## src/design/cida_pkg.sv

```systemverilog
// ----------------------------------------------------------------------------
// Channel-ID allocator package
// Shared widths, the operation codes, and the transfer and scan structs.
// ----------------------------------------------------------------------------
`default_nettype none

package cida_pkg;

  // Field widths of the command and result transfers
  localparam int unsigned CIDA_OP_W   = 2;
  localparam int unsigned CIDA_ID_W   = 7;
  localparam int unsigned CIDA_TAG_W  = 8;
  // Search hint and scan counter width (holds ID_LIMIT + 1)
  localparam int unsigned CIDA_HINT_W = 8;
  // Width for range checks against the table depth
  localparam int unsigned CIDA_CMP_W  = 11;

  // Parameter defaults
  localparam int unsigned TABLE_DEPTH_DEF = 128;
  localparam int unsigned LOWEST_ID_DEF   = 1;
  localparam int unsigned ID_LIMIT_DEF    = 127;
  localparam int unsigned OWNER_BITS_DEF  = 8;

  typedef enum logic [CIDA_OP_W-1:0] {
    OP_FIND    = 2'd0,
    OP_ACQUIRE = 2'd1,
    OP_RELEASE = 2'd2
  } cida_op_e;

  typedef struct packed {
    logic [CIDA_OP_W-1:0]  operation;
    logic [CIDA_ID_W-1:0]  channel_id;
    logic [CIDA_TAG_W-1:0] owner_tag;
  } cida_req_t;

  typedef struct packed {
    logic                 success;
    logic [CIDA_ID_W-1:0] found_id;
  } cida_rsp_t;

  // Scan unit status toward the sequencer
  typedef struct packed {
    logic                   in_range;
    logic                   wrap_ok;
    logic [CIDA_HINT_W-1:0] cnt_inc;
  } cida_scan_t;

endpackage

`default_nettype wire

```

## src/design/cida_ram.sv

```systemverilog
// ----------------------------------------------------------------------------
// Generic RAM
// One write port and one read port, read data registered.
// ----------------------------------------------------------------------------
`default_nettype none

module cida_ram #(
  parameter int unsigned WIDTH = 1,
  parameter int unsigned DEPTH = 2,
  parameter int unsigned AW    = (DEPTH > 1) ? $clog2(DEPTH) : 1
) (
  input  wire logic             clk_i,
  input  wire logic             we_i,
  input  wire logic [AW-1:0]    waddr_i,
  input  wire logic [WIDTH-1:0] wdata_i,
  input  wire logic [AW-1:0]    raddr_i,
  output logic      [WIDTH-1:0] rdata_o
);

  logic [WIDTH-1:0] mem_q [DEPTH];
  logic [WIDTH-1:0] rdata_q;

  // Write and registered read
  always_ff @(posedge clk_i) begin
    if (we_i) begin
      mem_q[waddr_i] <= wdata_i;
    end
    rdata_q <= mem_q[raddr_i];
  end

  assign rdata_o = rdata_q;

endmodule

`default_nettype wire

```

## src/design/cida_scan.sv

```systemverilog
// ----------------------------------------------------------------------------
// Channel-ID allocator scan unit
// Shared bound compare and increment that steps the free-ID search.
// ----------------------------------------------------------------------------
`default_nettype none

module cida_scan import cida_pkg::*; #(
  parameter int unsigned TABLE_DEPTH = TABLE_DEPTH_DEF,
  parameter int unsigned LOWEST_ID   = LOWEST_ID_DEF,
  parameter int unsigned ID_LIMIT    = ID_LIMIT_DEF
) (
  input  wire logic [CIDA_HINT_W-1:0] cnt_i,
  input  wire logic [CIDA_HINT_W-1:0] hint_i,
  input  wire logic                   phase_i,
  output cida_scan_t                  scan_o
);

  // Highest ID (exclusive) any scan may reach
  localparam int unsigned UpperBound = (ID_LIMIT < TABLE_DEPTH) ? ID_LIMIT : TABLE_DEPTH;

  logic [CIDA_HINT_W-1:0] wrap_end;
  logic [CIDA_HINT_W-1:0] bound;

  // Upward pass ends at the limit, wrap pass at the hint
  assign wrap_end = (hint_i < CIDA_HINT_W'(UpperBound)) ? hint_i : CIDA_HINT_W'(UpperBound);
  assign bound    = phase_i ? wrap_end : CIDA_HINT_W'(UpperBound);

  assign scan_o.in_range = (cnt_i < bound);
  assign scan_o.wrap_ok  = !phase_i && (hint_i > CIDA_HINT_W'(LOWEST_ID));
  assign scan_o.cnt_inc  = cnt_i + CIDA_HINT_W'(1);

endmodule

`default_nettype wire

```

## src/design/channel_id_next_fit_allocator.sv

```systemverilog
// ----------------------------------------------------------------------------
// Channel-ID next-fit allocator
// Find, acquire and release channel IDs over an occupancy and owner table.
// Reset: a clearing pass frees every entry of the occupancy table, busy stays
//   high meanwhile; the search hint resets to LOWEST_ID.
// Acquire and release: checked in the check state, result strobe registered;
//   illegal or unused commands: strobe in the next cycle. One command at a time.
// Find: one entry per cycle, upward from the hint, then wrapping from LOWEST_ID
//   up to the hint; the first free entry is the result, else a failure.
// ----------------------------------------------------------------------------
`default_nettype none

module channel_id_next_fit_allocator import cida_pkg::*; #(
  parameter int unsigned TABLE_DEPTH = TABLE_DEPTH_DEF,
  parameter int unsigned LOWEST_ID   = LOWEST_ID_DEF,
  parameter int unsigned ID_LIMIT    = ID_LIMIT_DEF,
  parameter int unsigned OWNER_BITS  = OWNER_BITS_DEF
) (
  input  wire logic      clk_i,
  input  wire logic      rst_ni,
  input  wire logic      start,
  output logic           busy,
  input  wire cida_req_t req_i,
  output logic           rsp_valid_o,
  output cida_rsp_t      rsp_o
);

  localparam int unsigned AW = (TABLE_DEPTH > 1) ? $clog2(TABLE_DEPTH) : 1;
  localparam int unsigned HW = CIDA_HINT_W;

  typedef enum logic [1:0] {
    ST_CLEAR,
    ST_IDLE,
    ST_FIND,
    ST_CHECK
  } state_e;

  state_e                state_q, state_d;
  logic [AW-1:0]         clr_q, clr_d;
  logic [HW-1:0]         cnt_q, cnt_d;
  logic                  phase_q, phase_d;
  logic                  pend_q, pend_d;
  logic [HW-1:0]         pid_q, pid_d;
  logic [HW-1:0]         hint_q, hint_d;
  cida_req_t             req_q, req_d;
  logic                  rsp_vld_q, rsp_vld_d;
  cida_rsp_t             rsp_q, rsp_d;

  logic                  occ_we;
  logic [AW-1:0]         occ_waddr;
  logic [0:0]            occ_wdata;
  logic [0:0]            occ_rdata;
  logic                  own_we;
  logic [OWNER_BITS-1:0] own_wdata;
  logic [OWNER_BITS-1:0] own_rdata;
  logic [AW-1:0]         raddr;

  logic [CIDA_CMP_W-1:0] id_w;
  logic                  id_legal;
  logic [HW-1:0]         id_q_ext;
  cida_scan_t            scan;

  // Occupancy table, cleared by the pass after reset
  cida_ram #(
    .WIDTH (1),
    .DEPTH (TABLE_DEPTH)
  ) u_occ_ram (
    .clk_i   (clk_i),
    .we_i    (occ_we),
    .waddr_i (occ_waddr),
    .wdata_i (occ_wdata),
    .raddr_i (raddr),
    .rdata_o (occ_rdata)
  );

  // Owner table, its read data used only where the entry is occupied
  cida_ram #(
    .WIDTH (OWNER_BITS),
    .DEPTH (TABLE_DEPTH)
  ) u_own_ram (
    .clk_i   (clk_i),
    .we_i    (own_we),
    .waddr_i (AW'(req_q.channel_id)),
    .wdata_i (own_wdata),
    .raddr_i (raddr),
    .rdata_o (own_rdata)
  );

  cida_scan #(
    .TABLE_DEPTH (TABLE_DEPTH),
    .LOWEST_ID   (LOWEST_ID),
    .ID_LIMIT    (ID_LIMIT)
  ) u_scan (
    .cnt_i   (cnt_q),
    .hint_i  (hint_q),
    .phase_i (phase_q),
    .scan_o  (scan)
  );

  // Legal ID range check on the incoming command
  assign id_w     = CIDA_CMP_W'(req_i.channel_id);
  assign id_legal = (id_w >= CIDA_CMP_W'(LOWEST_ID)) && (id_w <= CIDA_CMP_W'(ID_LIMIT)) &&
                    (id_w < CIDA_CMP_W'(TABLE_DEPTH));
  assign id_q_ext = HW'(req_q.channel_id);

  assign busy = (state_q != ST_IDLE);

  // Sequencer next state
  always_comb begin
    state_d   = state_q;
    clr_d     = clr_q;
    cnt_d     = cnt_q;
    phase_d   = phase_q;
    pend_d    = 1'b0;
    pid_d     = pid_q;
    hint_d    = hint_q;
    req_d     = req_q;
    rsp_vld_d = 1'b0;
    rsp_d     = rsp_q;
    occ_we    = 1'b0;
    occ_waddr = AW'(req_q.channel_id);
    occ_wdata = 1'b0;
    own_we    = 1'b0;
    own_wdata = OWNER_BITS'(req_q.owner_tag);
    raddr     = AW'(cnt_q);

    case (state_q)
      ST_CLEAR: begin
        // Sweep the occupancy table to free
        occ_we    = 1'b1;
        occ_waddr = clr_q;
        if (clr_q == AW'(TABLE_DEPTH - 1)) begin
          state_d = ST_IDLE;
        end else begin
          clr_d = clr_q + AW'(1);
        end
      end

      ST_IDLE: begin
        // Read the addressed entry as the command is taken
        raddr = AW'(req_i.channel_id);
        if (start) begin
          req_d = req_i;
          case (req_i.operation)
            OP_FIND: begin
              cnt_d   = hint_q;
              phase_d = 1'b0;
              state_d = ST_FIND;
            end
            OP_ACQUIRE, OP_RELEASE: begin
              if (id_legal) begin
                state_d = ST_CHECK;
              end else begin
                rsp_vld_d = 1'b1;
                rsp_d     = '0;
              end
            end
            default: begin
              rsp_vld_d = 1'b1;
              rsp_d     = '0;
            end
          endcase
        end
      end

      ST_FIND: begin
        // Check the entry read last cycle, issue the next read
        if (pend_q && !occ_rdata[0]) begin
          rsp_vld_d      = 1'b1;
          rsp_d.success  = 1'b1;
          rsp_d.found_id = CIDA_ID_W'(pid_q);
          state_d        = ST_IDLE;
        end else if (scan.in_range) begin
          pend_d = 1'b1;
          pid_d  = cnt_q;
          cnt_d  = scan.cnt_inc;
        end else if (scan.wrap_ok) begin
          phase_d = 1'b1;
          cnt_d   = HW'(LOWEST_ID);
        end else if (!pend_q) begin
          rsp_vld_d = 1'b1;
          rsp_d     = '0;
          state_d   = ST_IDLE;
        end
      end

      ST_CHECK: begin
        // Update the entry from the table read; acquire moves the hint past the ID, a successful release may lower it
        rsp_vld_d = 1'b1;
        rsp_d     = '0;
        state_d   = ST_IDLE;
        case (req_q.operation)
          OP_ACQUIRE: begin
            hint_d = id_q_ext + HW'(1);
            if (!occ_rdata[0]) begin
              occ_we        = 1'b1;
              occ_wdata     = 1'b1;
              own_we        = 1'b1;
              rsp_d.success = 1'b1;
            end
          end
          OP_RELEASE: begin
            if (occ_rdata[0] && (own_rdata == OWNER_BITS'(req_q.owner_tag))) begin
              occ_we        = 1'b1;
              occ_wdata     = 1'b0;
              rsp_d.success = 1'b1;
              if (hint_q > id_q_ext) begin
                hint_d = id_q_ext;
              end
            end
          end
          default: begin
            rsp_d = '0;
          end
        endcase
      end

      default: begin
        state_d = ST_IDLE;
      end
    endcase
  end

  // Hold state, hint and result registers
  always_ff @(posedge clk_i or negedge rst_ni) begin
    if (!rst_ni) begin
      state_q   <= ST_CLEAR;
      clr_q     <= '0;
      cnt_q     <= '0;
      phase_q   <= 1'b0;
      pend_q    <= 1'b0;
      pid_q     <= '0;
      hint_q    <= HW'(LOWEST_ID);
      req_q     <= '0;
      rsp_vld_q <= 1'b0;
      rsp_q     <= '0;
    end else begin
      state_q   <= state_d;
      clr_q     <= clr_d;
      cnt_q     <= cnt_d;
      phase_q   <= phase_d;
      pend_q    <= pend_d;
      pid_q     <= pid_d;
      hint_q    <= hint_d;
      req_q     <= req_d;
      rsp_vld_q <= rsp_vld_d;
      rsp_q     <= rsp_d;
    end
  end

  assign rsp_valid_o = rsp_vld_q;
  assign rsp_o       = rsp_q;

`ifndef SYNTH
  // A result strobe always leaves the sequencer idle
  a_rsp_idle: assert property (@(posedge clk_i) disable iff (!rst_ni)
    rsp_valid_o |-> (state_q == ST_IDLE))
    else $error("result strobe while sequencer not idle");

  // A failed result carries no ID
  a_fail_zero: assert property (@(posedge clk_i) disable iff (!rst_ni)
    (rsp_valid_o && !rsp_o.success) |-> (rsp_o.found_id == '0))
    else $error("failed result with nonzero id");

  // A find transfer enters the scan
  a_find_scan: assert property (@(posedge clk_i) disable iff (!rst_ni)
    (start && !busy && (req_i.operation == OP_FIND)) |=> (state_q == ST_FIND))
    else $error("find transfer did not start a scan");

  // The scan never writes the occupancy table
  a_find_ro: assert property (@(posedge clk_i) disable iff (!rst_ni)
    (state_q == ST_FIND) |-> !occ_we)
    else $error("table written during find scan");
`endif

endmodule

`default_nettype wire

```

## config.mk

```make
export PLATFORM = sky130hd
export DESIGN_NAME = channel_id_next_fit_allocator
export DESIGN_NICKNAME = d
export VERILOG_FILES = /design/src/design/cida_pkg.sv /design/src/design/cida_ram.sv /design/src/design/cida_scan.sv /design/src/design/channel_id_next_fit_allocator.sv
export SDC_FILE = /design/constraint.sdc
export NUM_CORES = 2
export LEC_CHECK = 0
export BUFFER_PORTS_ARGS = -buffer_cell sky130_fd_sc_hd__buf_2
export CAP_MARGIN = 30
export CORE_UTILIZATION = 50
export CTS_BUF_LIST = sky130_fd_sc_hd__clkbuf_4
export DETAILED_ROUTE_END_ITERATION = 8
export PLACE_DENSITY = 0.65
export SYNTH_ARGS = -nofsm -noshare
export SYNTH_HDL_FRONTEND = slang
export SYNTH_HIERARCHICAL = 1
export SYNTH_SLANG_ARGS = --single-unit
export TNS_END_PERCENT = 1
```

## constraint.sdc

```tcl
create_clock -name clk_i -period 14.9 [get_ports clk_i]
set_input_delay 2.98 -clock clk_i [delete_from_list [all_inputs] [get_ports clk_i]]
set_output_delay 2.98 -clock clk_i [all_outputs]
set_load 0.05 [all_outputs]
```

==> After elaboration in Yosys (flattened, before gate mapping) <==
Memory sizes are Yosys's and may differ from the RTL's. A register that Yosys moved wholly into a read port is not among the register bits.
Index checks and enable logic that the tools add are counted.
Widths: inputs -> output; s select.
{ "classes": {"bitwise": 2, "n_mux": 57, "n_reduce_logical": 21, "n_eq_ne": 26, "order_cmp": 7, "add_sub_neg": 3} }
{ "ops": {"columns": ["cell", "n"], "rows": [
  ["$mux 8", 15],
  ["$pmux 8 s2", 3],
  ["$pmux 8 s3", 1],
  ["$mux 1", 22],
  ["$ne 3x3->1 const B", 6],
  ["$ne 2x2->1 const B", 8],
  ["$mux 2", 7],
  ["$mux 7", 2],
  ["$reduce_and 7->1", 2],
  ["$add 7x1->8 const B", 1],
  ["$add 8x1->8 const B", 1],
  ["$eq 2x2->1 const B", 4],
  ["$eq 8x8->1", 1],
  ["$gt 8x1->1 const B", 1],
  ["$gt 8x7->1", 1],
  ["$lt 7x8->1 const B", 1],
  ["$lt 8x7->1 const B", 1],
  ["$lt 8x8->1", 1],
  ["$pmux 1 s2", 4],
  ["$pmux 2 s4", 1],
  ["$add 7x1->7 const B", 1],
  ["$eq 7x7->1 const B", 1],
  ["$ge 7x1->1 const B", 1],
  ["$le 7x7->1 const B", 1],
  ["other kinds (17)", 29]
]} }
{ "totals": {"output_inout_bits": 10, "ff_bits": 60, "inputBits": 20, "n_memories": 2, "mem_bits_rw": 1152} }
{ "memory_table": {"columns": ["memory", "depth", "word_bits", "rd", "rd_ports_with_merged_regs", "wr", "line", "rtl"], "rows": [
  ["u_own_ram.mem_q", 128, 8, 1, 1, 1, "cida_ram.sv:20", "logic [WIDTH-1:0] mem_q [DEPTH];"],
  ["u_occ_ram.mem_q", 128, 1, 1, 1, 1, "cida_ram.sv:20", null]
]} }

==> Depth between registers and ports, before layout <==
{ "logic_depth": {"ltp_word": 7, "depth_mapped": 13} }

==> Modules after synthesis <==
The synthesis kept the hierarchy.
{ "modules_own_cells": {"columns": ["module", "cells_per_inst", "area_each_um2", "instances"], "rows": [
  ["cida_ram at u_own_ram", 1635, 39665.5, 1],
  ["cida_ram at u_occ_ram", 395, 5719.2, 1],
  ["channel_id_next_fit_allocator", 313, 3251.9, 1],
  ["cida_scan", 46, 315.3, 1]
]} }

==> Worst setup path after synthesis <==
No wires, ideal clock.
{ "synth_timing": {"kind": "in2reg", "start": "input req_i[8] (netlist name)", "end": "register u_own_ram.rdata_q[0] (netlist: u_own_ram/rdata_o[0]) (read register of u_own_ram.mem_q)", "arrival_ns": 5.514, "setup_ns": 0.121, "setup_slack_ns": 9.265, "cell_stages": 8, "path_cell_list": "nand2_1 > o21ai_0 > clkbuf_1 > buf_1 > mux4_2 > mux4_2 > mux4_2 > mux2_2"} }
{ "synth_between": {"elab_chain_len": 1} }
{ "synth_rtl": {"columns": ["element", "line", "rtl"], "rows": [
  ["start, declared", "channel_id_next_fit_allocator.sv:23", "input wire cida_req_t req_i,"],
  ["$mux 7", "channel_id_next_fit_allocator.sv:127", "case (state_q)"],
  ["named net raddr[0]", "channel_id_next_fit_allocator.sv:56", "logic [AW-1:0] raddr;"],
  ["end, declared", "cida_ram.sv:21", "logic [WIDTH-1:0] rdata_q;"]
]} }
The timed path passes the listed nets, and every way through them passes these cells.
A chain may end at the register's enable or synchronous reset.

==> Final worst setup path <==
{ "layout_timing": {"start": "input req_i[10] (netlist name)", "end": "register u_own_ram.rdata_q[6] (netlist: u_own_ram/rdata_o[6]) (read register of u_own_ram.mem_q)"} }
Same word-level chain as after synthesis.

==> run metrics <==
P per Cell Area=203 nW/µm²; commonest non-fill, non-tap cell in the layout=edfxtp_1; Core ar.=96,900 µm²; RSZ-0062 raised after global routing=no; FF/Latch Area=36,300 µm²; area delta synth->final=13.0%; wire per inst=26.8 µm; setup_tns=0 ns; Vias/cell=6.01; FF+latch count, synth=1,221; Syn Inst Count=2,389; Routed Antenna Nets=0; Reg clk slew, reported paths=0.06 ns; min Tclk post-route=6.32 ns; fin area=55,300 µm²; Final Power=11.2 mW; post-DP HPWL=67,800 µm; ys async rst share=0.0491; Die H=315 µm; Rows=114; Residual DRC=0; fin. max-slew vios=0; CP arrival=7.33 ns; CTS tree=yes; Final Hold Vio Count=0; RePlAce Congestion=0.809; clock network power share=0.250; switching share of power=0.328; sequential area share after synthesis=0.741; internal power=7.56 mW; final-layout fill cell count=7,170; Max-slew headroom=0.309; Avg Cell Area, Syn=20.5 µm²; final setup fails=0; total track usage=0.235; Synth Net Count=2,433; cts repair resizes=0; layout cells sized above 1=0.357; sequential power share=0.413; Worst-Skew Late Latency=1.16 ns; most frequent cells in the layout=edfxtp_1 (1,152), clkbuf_4 (458), mux4_2 (362); Ys Warns=6; kind of critical path=in -> reg; outcome=finished clean; Max-Cap Viols=0; leading area contributor after synthesis=edfxtp_1; Bufs on Longest Clock Path=4; VDD IR-drop max=0.000242 V; 1st-pass router iterations=7; Sink Count=1,221; dpl cell area=51,200 µm²; Port Buffer Count=29; Static Leak=17.9 nW; Final period util=0.424; Multi-input gate area=12,100 µm²; post-CTS setup buffers=0; top-area cell type share of the netlist area=0.707; initial drt markers=2,723; vias in the first global route=26,200; clock skew=0.0763 ns; H-tree lvl count=5; DRT Wirelength=113,000 µm; Gate power share=0.337; Req. time, crit path=15.91 ns; measured slew at the worst slew-check pin=1.03 ns; IO Pins=30; first-pass GRT wire length=168,000 µm; Sw Pwr=3.69 mW; Netlist cell types=59; fmax=158 MHz; CTS Buf Count=323; die area=99,200 µm²; root buffer cell=clkbuf_4; DR vias=25,400; Synth area leaders=edfxtp_1 (71%), mux4_2 (17%), dfrtp_1 (3.0%); Post-synth EDFFs=1,152; Die W=315 µm; crit path capture type=flip-flop; Synth Cell Area=49,000 µm²; Starting Density=0.505; pin count of the biggest net entering global routing=132; CP Max Fanout=131; CP Launch Type=input port; grt ovf=0; worst hold-check path type=reg -> reg; Main synth FF type=edfxtp_1; Post-layout nets=2,776; hold_buf cts=0; initial antenna violation count=4
[power by group through the flow]
| stage | registers (mW) | logic, mW | clock network (mW) |
|---|---|---|---|
| final | 4.65 | 3.79 | 2.81 |
| after global routing | 4.67 | 4.03 | 3.07 |
| after CTS | 4.65 | 3.79 | 2.89 |
| after detailed placement | 4.73 | 3.79 | 0 |
| after global placement | 4.71 | 3.68 | 0 |
| after floorplan | 4.71 | 2.57 | 0 |
[cells by family (layout without fill, tap and decap cells)]
| group | Yosys count | in the layout | synth area share |
|---|---|---|---|
| AO/OA/AOI/OAI | 77 | 77 | 0.00971 |
| XOR/XNOR | 22 | 22 | 0.00394 |
| adder cells (fa/ha/maj) | 24 | 24 | 0.00613 |
| buffers and inverters | 145 | 704 | 0.0130 |
| flip-flops | 1221 | 1221 | 0.741 |
| multiplexers | 426 | 426 | 0.183 |
| other | 1 | 7 | 0.0000766 |
| AND/OR/NAND/NOR | 473 | 473 | 0.0430 |
[per-layer routing]
layer  share of wire  vias up  global-route usage
met1            0.40    13300               0.318
met3           0.077      215              0.0515
li1                -    10700                   -
met5               0        -                   0
met4           0.026        0              0.0861
met2            0.50     1182               0.376
[worst paths after layout]
check,cells past startpoint,end,slack (ns),from
max in group asynchronous,2,own_wdata[7],12.30,rst_ni
min in group asynchronous,2,state_q[0],2.01,rst_ni
min,1,clr_q[6],0.51,clr_q[6]
max,8,u_own_ram/rdata_o[6],8.58,req_i[10]
min reg2reg,1,clr_q[6],0.51,clr_q[6]
max reg2reg,9,u_own_ram/rdata_o[6],9.29,state_q[1]
[registers in the layout, indices dropped and copies added (netlist names)]
name / flops
rsp_valid_o: 1
u_occ_ram/mem_q: 128
rsp_o: 8
u_own_ram/mem_q: 1024
clr_q: 7
hint_q: 8
state_q: 2
own_wdata: 8
u_own_ram/rdata_o: 8
u_occ_ram/rdata_o: 1
cnt_q: 8
phase_q: 1
pend_q: 1
req_q: 2
pid_q: 7
id_q_ext: 7
[Yosys cell counts (27+ instances only)]
cell type and number:
clkbuf_1 66, dfrtp_1 59, nand2_1 59, edfxtp_1 1152, mux4_2 362, mux2_2 47, nor2_1 278, nand3_1 31
o21ai_0 27, nor2b_1 28
[worst max-delay path, cell delays in order]
cell and delay [ns]:
buf_2 0.13, mux2_8 0.64, buf_12 0.59, buf_4 0.87, mux4_2 0.43, mux4_2 0.54
mux4_2 0.57, mux2_2 0.30
[through the flow]
stage / util / hold WS [ns] / cells / setup slack [ns]
global placement: 0.523 / 0.483 / 3617 / 7.10
finish: 0.571 / 0.507 / 4230 / 8.58
floorplan: - / 0.466 / 2389 / 9.27
CTS: 0.569 / 0.507 / 4214 / 8.61
detailed placement: 0.529 / 0.494 / 3673 / 7.37
global route: 0.571 / 0.524 / 4230 / 8.50
[final cells by class]
type                            count  share of cell area
Sequential cell                  1221               0.656
Inverter                           22             0.00149
Clock inverter                     83             0.00884
Clock buffer                      458              0.0622
Multi-Input combinational cell   1023               0.219
Antenna cell                        6            0.000271
Timing Repair Buffer              141              0.0230
Tap cell                         1276              0.0289
Note: power is estimated with default switching activity, not from simulation.
